## config.mk

```make
export PLATFORM = sky130hd
export DESIGN_NAME = olb_cell
export DESIGN_NICKNAME = d
export VERILOG_FILES = /design/src/rtl/olb_pkg.sv /design/src/rtl/olb_cell.sv
export SDC_FILE = /design/constraint.sdc
export NUM_CORES = 1
export LEC_CHECK = 0
export BUFFER_PORTS_ARGS = -buffer_cell sky130_fd_sc_hd__buf_2
export CAP_MARGIN = 20
export CORE_ASPECT_RATIO = 0.9
export CORE_MARGIN = 2
export CORE_UTILIZATION = 45
export DETAILED_ROUTE_END_ITERATION = 6
export PLACE_DENSITY = 0.95
export SETUP_SLACK_MARGIN = 0.5
export SLEW_MARGIN = 20
export SYNTH_ARGS = -nofsm -noshare
export SYNTH_HDL_FRONTEND = slang
export SYNTH_SLANG_ARGS = --single-unit
```

## constraint.sdc

```tcl
create_clock -name clk -period 6.8 [get_ports clk]
set_clock_uncertainty 0.2 [all_clocks]
set_input_delay 1.36 -clock clk [delete_from_list [all_inputs] [get_ports clk]]
set_output_delay 1.36 -clock clk [all_outputs]
set_load 0.005 [all_outputs]
```

## src/rtl/olb_pkg.sv

```systemverilog
// olb_pkg: shared types and constants of the ordered list buffer
// operation and status codes, transfer structs, cell command struct
// no dependencies
`default_nettype none

package olb_pkg;

  // default sizing of the list
  localparam int DEPTH_DEFAULT = 64;
  localparam int WIDTH_DEFAULT = 32;

  // operation codes carried in func
  typedef enum logic [2:0] {
    OP_APPEND = 3'd0,
    OP_INSERT = 3'd1,
    OP_EDIT   = 3'd2,
    OP_DELETE = 3'd3,
    OP_READ   = 3'd4,
    OP_FIND   = 3'd5
  } op_t;

  // result status codes
  typedef enum logic [1:0] {
    ST_OK     = 2'd0,
    ST_BADPOS = 2'd1,
    ST_FULL   = 2'd2
  } status_t;

  // one command transfer
  typedef struct packed {
    logic [2:0]         func;
    logic [5:0]         position;
    logic signed [31:0] data_value;
  } olb_in_t;

  // one result transfer
  typedef struct packed {
    status_t            status;
    logic signed [31:0] read_value;
    logic               found;
    logic [5:0]         found_position;
    logic [6:0]         entry_count;
  } olb_out_t;

  // command broadcast to every cell of the chain
  typedef struct packed {
    logic       apply;
    op_t        op;
    logic [5:0] position;
  } olb_cmd_t;

endpackage

`default_nettype wire

```

## src/rtl/olb_cell.sv

```systemverilog
// olb_cell: one list entry of the shift chain
// takes from its lower or upper neighbor on insert and delete, flags a read or find hit
// depends on olb_pkg
`default_nettype none

module olb_cell #(
  parameter int INDEX = 0,
  parameter int WIDTH = 32,
  parameter int CW    = 7
) (
  input  wire logic               clk,
  input  wire olb_pkg::olb_cmd_t  cmd,
  input  wire logic [CW-1:0]      count,
  input  wire logic [WIDTH-1:0]   word,
  input  wire logic [WIDTH-1:0]   lower,
  input  wire logic [WIDTH-1:0]   upper,
  output logic [WIDTH-1:0]        value,
  output logic                    hit
);
  import olb_pkg::*;

  logic [WIDTH-1:0] value_next;
  logic [31:0]      idx;
  logic [31:0]      pos;
  logic [31:0]      cnt;

  assign idx = 32'(INDEX);
  assign pos = 32'(cmd.position);
  assign cnt = 32'(count);

  // entry update for the list-changing operations
  always_comb begin
    value_next = value;
    if (cmd.apply) begin
      case (cmd.op)
        OP_APPEND: begin
          if (idx == cnt) value_next = word;
        end
        OP_INSERT: begin
          if (idx == pos) value_next = word;
          else if (idx > pos && idx <= cnt) value_next = lower;
        end
        OP_EDIT: begin
          if (idx == pos) value_next = word;
        end
        OP_DELETE: begin
          if (idx >= pos && idx + 32'd1 < cnt) value_next = upper;
        end
        default: begin
          value_next = value;
        end
      endcase
    end
  end

  // entry storage, undefined until written
  always_ff @(posedge clk) begin
    value <= value_next;
  end

  // positional match for read, value match over filled entries for find
  assign hit = (cmd.op == OP_READ) ? (idx == pos) : (idx < cnt && value == word);

endmodule

`default_nettype wire

```

== After elaboration in Yosys (flattened, before gate mapping) ==
Index checks and enable logic that the tools add are counted.

* Flip-flop bits (word level): 32
* Output and inout bits: 33
* Logic and storage cells: 30

* $lt $le $gt $ge: 5
* Equality and inequality tests: 9
* Muxes and demuxes: 7
* Reduce and logical (&&, ||, !) cells: 8

{| class="wikitable"
|+ Operators by type and width
! kind !! count
|-
| two-way mux 32 bit || 5
|-
| case mux 32 bit (4 select lines) || 1
|-
| zero test 32 bit || 2
|-
| equality test 32 bit || 1
|-
| less-than comparator 1 x 7 -> 1 bit, first input constant || 2
|-
| <= comparator 1 x 7 -> 1 bit, first input constant || 1
|-
| equality test 3 x 2 -> 1 bit, second input constant || 2
|-
| greater-or-equal comparator 1 x 6 -> 1 bit, first input constant || 1
|-
| greater-than comparator 1 x 6 -> 1 bit, first input constant || 1
|-
| inequality test 2 bit, second input constant || 3
|-
| AND reduction 6 bit || 1
|-
| nonzero test 4 bit || 1
|-
| equality test 3 x 1 -> 1 bit, second input constant || 1
|-
| equality test 3 bit, second input constant || 1
|-
| logical AND 1 bit || 3
|-
| zero test 3 bit || 1
|-
| inequality test 3 bit, second input constant || 1
|-
| two-way mux 1 bit || 1
|}

== Longest topological paths before layout ==
Gate-level depths: netlist of the first run.

* Depth after elaboration: 5
* Gate-level depth with buffers: 6

== Worst setup path after synthesis of the first run ==
Ideal clock, no wire load.

* Path type: in2out
* Start point: input port cmd[2] (netlist bit)
* End point: output port hit
* Arrival: 2.557 ns
* Path slack: 2.683 ns
* Stages on the path: 5
* Buffers on the path: 1
* Path through: or4_1 nor3_4 buf_2 nand3_1 o21ai_0

* Cells in the longest elaborated chain, start to end: 2

{| class="wikitable"
|+ RTL lines
! what !! line !! source
|-
| start: declaration || olb_cell.sv:12 || <nowiki>input wire olb_pkg::olb_cmd_t cmd,</nowiki>
|-
| zero test 32 bit || olb_cell.sv:62 || <nowiki>assign hit = (cmd.op == OP_READ) ? (idx == pos) : (idx < cnt && value == word);</nowiki>
|-
| two-way mux 1 bit || olb_cell.sv:62 ||
|-
| end: declaration || olb_cell.sv:18 || <nowiki>output logic hit</nowiki>
|}

No other way between the ends.

== Worst setup path after layout of the first run ==
* Start point: input port cmd[7] (netlist bit)
* End point: output port hit

* Cells in the longest elaborated chain, start to end: 2

{| class="wikitable"
|+ RTL lines
! what !! line
|-
| equality test 3 bit || olb_cell.sv:62
|-
| two-way mux 1 bit || olb_cell.sv:62
|}

No other way between the ends.

==> flow_summary.ini, run 1 <==
[outcome]
status = complete, no violations

[timing]
rsz0062_at_grt = false
whs_ns = 1.19
setup-violations-final = 0
finalHoldViolCount = 0
fmax_ghz = 0.223
fin_crit_sh_pct = 65.9
final.setup.worst_slack_ns = 2.32
tightest_slew_ns = 0.658
finalMaxSlewViolations = 0
period_minus_slack_ns = 4.48
relSlewSlack_pct = 56.1
fin_setup_tns_ns = 0

[clocking]
cts_hold_buf = 0
htree_levels = 2
clk_pin_slew_ns = 0.06
clockBufferDepth = 2
ctsResizeCount = 0
clock_sinks = 32
post_cts_buffers = 0
cts_root_buffer = clkbuf_8
cts_tree = built
numCtsBuffers = 5

[synthesis]
ys_seq_elements = 32
ys_seq_area_share_pct = 45.2
syn_area_per_cell_um2 = 10.4
yosysWarnings = 0
syn_nets = 319
ys_types = 24
syn_inst = 205
syn-cell-area_mm2 = 0.00212

[cells_and_area]
layout.area.seq_um2 = 961
top_regs = value x32
largest_register = value
antenna_cells = 0
multi_input_area_mm2 = 0.00109
area_growth_pct = 40.5
drive_gt1_share_pct = 45.7
final_nets = 461
fin_util_pct = 66.5
largest_reg_flops = 32
finalNonFillerCells = 410
fill_cells = 366
design_area_mm2 = 0.00299

[die]
row_count = 23
die_x_um = 76.4
dieArea_mm2 = 0.00529
core_area_mm2 = 0.00449
pin_count = 147
start_util_pct = 47.3
die_h_um = 69.2

[run]
maxCapViolations = 0

[power]
power_density_mw_per_mm2 = 165
p_total_uw = 493
peakVddDrop_v = 0.0000970
p_leak_nw = 1.22

[detailed_routing]
avgRoutedWirePerCell_um = 16.5
drt_iter0_markers = 199
vias_per_cell = 5.73
drcViolationCount = 0
dr.pass1.iters = 4
wirelength_mm = 6.78
via_count = 2350
ant_nets = 0

[worst_setup_path]
worstSetupPathType = input port to primary output
worstPathArrival_ns = 2.92
critPathCaptureType = primary output
crit_required_ns = 5.24
crit_fanout = 35
startpoint_type = input port

[worst_hold_path]
hold_depth = 3
hp-class = input port to register
whs_endpoint = value[18]
min_from = upper[18]

[placement]
dp_hpwl_mm = 4.96
dp_slack_ns = 2.35
place_inst = 402
portBuffers = 146
gp_congestion = 0.828
place_area_mm2 = 0.00291

[global_routing]
grt_overflow_total = 0
track_usage_pct = 24.4
antenna_found_initial = 0
grt_max_degree = 36
grt_pass1_wl_mm = 10.5
grt_pass1_vias = 2276
## power breakdown
part | total, mW | leakage [nW] | internal, mW | switching (mW)
registers | 0.240 | 0.287 | 0.232 | 0.00711
logic | 0.115 | 0.898 | 0.0573 | 0.0579
clock network | 0.139 | 0.0399 | 0.0712 | 0.0673
## final cells by class
type | count | area share [%]
repair buffers | 151 | 25.7
clock inverters | 1 | 0.126
inverters | 1 | 0.126
flip-flops and latches | 32 | 32.2
multi-input cells | 156 | 36.7
clock buffers | 7 | 2.56
well taps | 62 | 2.60
## cells in the final DEF (no fill, tap or decap)
master,n
o21ai_1,30
edfxtp_1,32
clkbuf_1,2
xor2_1,20
clkbuf_8,5
nor2_1,3
nor3_4,1
nor4_1,4
or4_1,1
nand2_1,2
and3_1,1
inv_1,1
nand3_1,1
nand4_1,4
nand2b_1,1
xnor2_1,12
a22oi_1,64
o22ai_1,1
buf_2,146
a2111oi_0,1
o21ai_0,4
o2111ai_1,1
nor3b_1,1
nor3_1,2
buf_4,5
clkinv_1,1
nor2_2,2
## synth_stat cells
cell type	instances	area, um^2
a2111oi_0	1	8.76
a22oi_1	64	480
and3_1	1	6.26
buf_2	6	30.0
clkbuf_1	10	37.5
edfxtp_1	32	961
inv_1	1	3.75
nand2_1	2	7.51
nand2b_1	1	6.26
nand3_1	1	5.00
nand4_1	4	25.0
nor2_1	4	15.0
nor2_2	1	6.26
nor3_1	2	10.0
nor3_4	1	16.3
nor3b_1	1	7.51
nor4_1	4	25.0
o2111ai_1	1	8.76
o21ai_0	4	20.0
o21ai_1	30	150
o22ai_1	1	6.26
or4_1	1	7.51
xnor2_1	12	105
xor2_1	20	175
## worst max path at each step
stage | start | to | slack, ns | depth (start not counted)
2_1_floorplan | cmd[2] | hit | 2.68 | 5
3_3_place_gp | cmd[7] | hit | 2.42 | 6
3_5_place_dp | cmd[2] | hit | 2.35 | 7
4_1_cts | cmd[7] | hit | 2.35 | 6
5_1_grt | cmd[7] | hit | 2.17 | 6
6_report | cmd[7] | hit | 2.32 | 6
## critical path, stage by stage
cell and delay (ns):
buf_2 0.51, nor2_1 0.17, a2111oi_0 0.43, nand4_1 0.13, o21ai_0 0.18, buf_2 0.13
## layer usage
layer  up-vias  part of all wire, %  track usage, %
met2       120                   52            44.0
li1       1108                    -               -
met3         6                  7.3            6.64
met5         -                    0               0
met4         0                 0.89            6.26
met1      1116                   40            28.6
## logic make-up (layout without fill, tap and decap cells)
logic type / count (synthesis) / in the layout / share of synthesized area [%]
buf+inv: 17 / 160 / 3.36
compound gates: 101 / 101 / 31.7
xor+xnor: 32 / 32 / 13.2
flops: 32 / 32 / 45.2
simple gates: 23 / 23 / 6.48
Note: power is estimated with default switching activity, not from simulation.
==> run 2: changes to the inputs <==
--- a/config.mk
+++ b/config.mk
@@ -9,9 +9,9 @@
 export CAP_MARGIN = 20
 export CORE_ASPECT_RATIO = 0.9
 export CORE_MARGIN = 2
-export CORE_UTILIZATION = 45
+export CORE_UTILIZATION = 38
 export DETAILED_ROUTE_END_ITERATION = 6
-export PLACE_DENSITY = 0.95
+export PLACE_DENSITY = 0.88
 export SETUP_SLACK_MARGIN = 0.5
 export SLEW_MARGIN = 20
 export SYNTH_ARGS = -nofsm -noshare
==> constraint.sdc (replaced) <==
create_clock -name clk -period 4 [get_ports clk]
set_clock_uncertainty 0.2 [all_clocks]
set_input_delay 0.8 -clock clk [delete_from_list [all_inputs] [get_ports clk]]
set_output_delay 0.8 -clock clk [all_outputs]
set_load 0.005 [all_outputs]
==> flow_summary.ini, run 2 (synthesized netlist as in run 1, its figures left out) <==
[timing]
fin_setup_tns_ns = 0
finalMaxSlewViolations = 0
relSlewSlack_pct = 50.7
period_minus_slack_ns = 3.34
fmax_ghz = 0.300
whs_ns = 0.616
finalHoldViolCount = 0
rsz0062_at_grt = false
fin_crit_sh_pct = 83.5
final.setup.worst_slack_ns = 0.661
setup-violations-final = 0
tightest_slew_ns = 0.740

[die]
die_x_um = 82.8
pin_count = 147
row_count = 25
start_util_pct = 40.0
core_area_mm2 = 0.00532
die_h_um = 74.9
dieArea_mm2 = 0.00621

[detailed_routing]
drcViolationCount = 0
ant_nets = 0
wirelength_mm = 7.28
via_count = 2372
vias_per_cell = 5.69
avgRoutedWirePerCell_um = 17.5
dr.pass1.iters = 5
drt_iter0_markers = 178

[cells_and_area]
top_regs = value x32
area_growth_pct = 41.6
fill_cells = 498
design_area_mm2 = 0.00301
antenna_cells = 0
final_nets = 463
layout_common_cells = 146 x buf_2, 64 x a22oi_1, 32 x edfxtp_1
drive_gt1_share_pct = 46.6
finalNonFillerCells = 417
final_common_cell = buf_2
fin_util_pct = 56.6
largest_register = value
largest_reg_flops = 32

[placement]
portBuffers = 146
place_area_mm2 = 0.00293
place_inst = 409
dp_hpwl_mm = 5.31
dp_slack_ns = 0.707
gp_congestion = 0.831

[power]
peakVddDrop_v = 0.000195
power_density_mw_per_mm2 = 282
p_total_uw = 850
p_leak_nw = 1.24

[clocking]
clockBufferDepth = 2
cts_tree = built
clk_pin_slew_ns = 0.07
post_cts_buffers = 0
htree_levels = 2
cts_root_buffer = clkbuf_8
clock_sinks = 32
ctsResizeCount = 0
numCtsBuffers = 5
cts_hold_buf = 0

[worst_hold_path]
hold_depth = 3
hp-class = input port to register

[worst_setup_path]
crit_required_ns = 3.00
crit_fanout = 16
worstSetupPathType = input port to primary output
critPathCaptureType = primary output
startpoint_type = input port
worstPathArrival_ns = 2.34

[global_routing]
antenna_found_initial = 0
grt_pass1_wl_mm = 11.0
grt_pass1_vias = 2294
track_usage_pct = 22.5
grt_overflow_total = 0
grt_max_degree = 35

[run]
maxCapViolations = 0

[outcome]
status = complete, no violations
run 2: cell count changes in the layout (fill, tap and decap cells not counted), sizes merged:
cell    before  now
clkbuf       7    5
clkinv       1    3
buf        151  153
run 2: cell type report:
| cell class | count | area (um^2) | share of cell area, % |
|---|---|---|---|
| clock inverter | 3 | 13.8 | 0.457 |
| sequential | 32 | 961 | 31.9 |
| tap | 67 | 83.8 | 2.79 |
| clock buffer | 5 | 68.8 | 2.29 |
| inverter | 1 | 3.75 | 0.125 |
| timing repair buffer | 153 | 783 | 26.0 |
| multi-input combinational | 156 | 1090 | 36.4 |
run 2: path summary, 6_finish.rpt:
path / startpoint / slack [ns] / endpoint
worst max-delay path: cmd[2] / 0.66 / hit
worst min-delay path: upper[24] / 0.62 / value[24]
run 2: critical path, cell delays in order:
cell and delay, ns:
buf_2 0.09, or4_1 0.56, nor3_4 0.22, buf_4 0.27
nand3_1 0.10, o21ai_0 0.12, buf_2 0.16
run 2: power breakdown:
| part | switching [mW] | total [mW] | internal, mW |
|---|---|---|---|
| Combinational | 0.102 | 0.200 | 0.0982 |
| Clock | 0.124 | 0.243 | 0.118 |
| Sequential | 0.0121 | 0.407 | 0.395 |
run 2: layer usage:
metal	global-route usage, %	routed length (um)	vias to the layer above
li1	-	-	1115
met1	28.5	3060	1122
met3	4.82	521	9
met5	0	0	-
met4	6.92	77	0
met2	39.6	3630	126
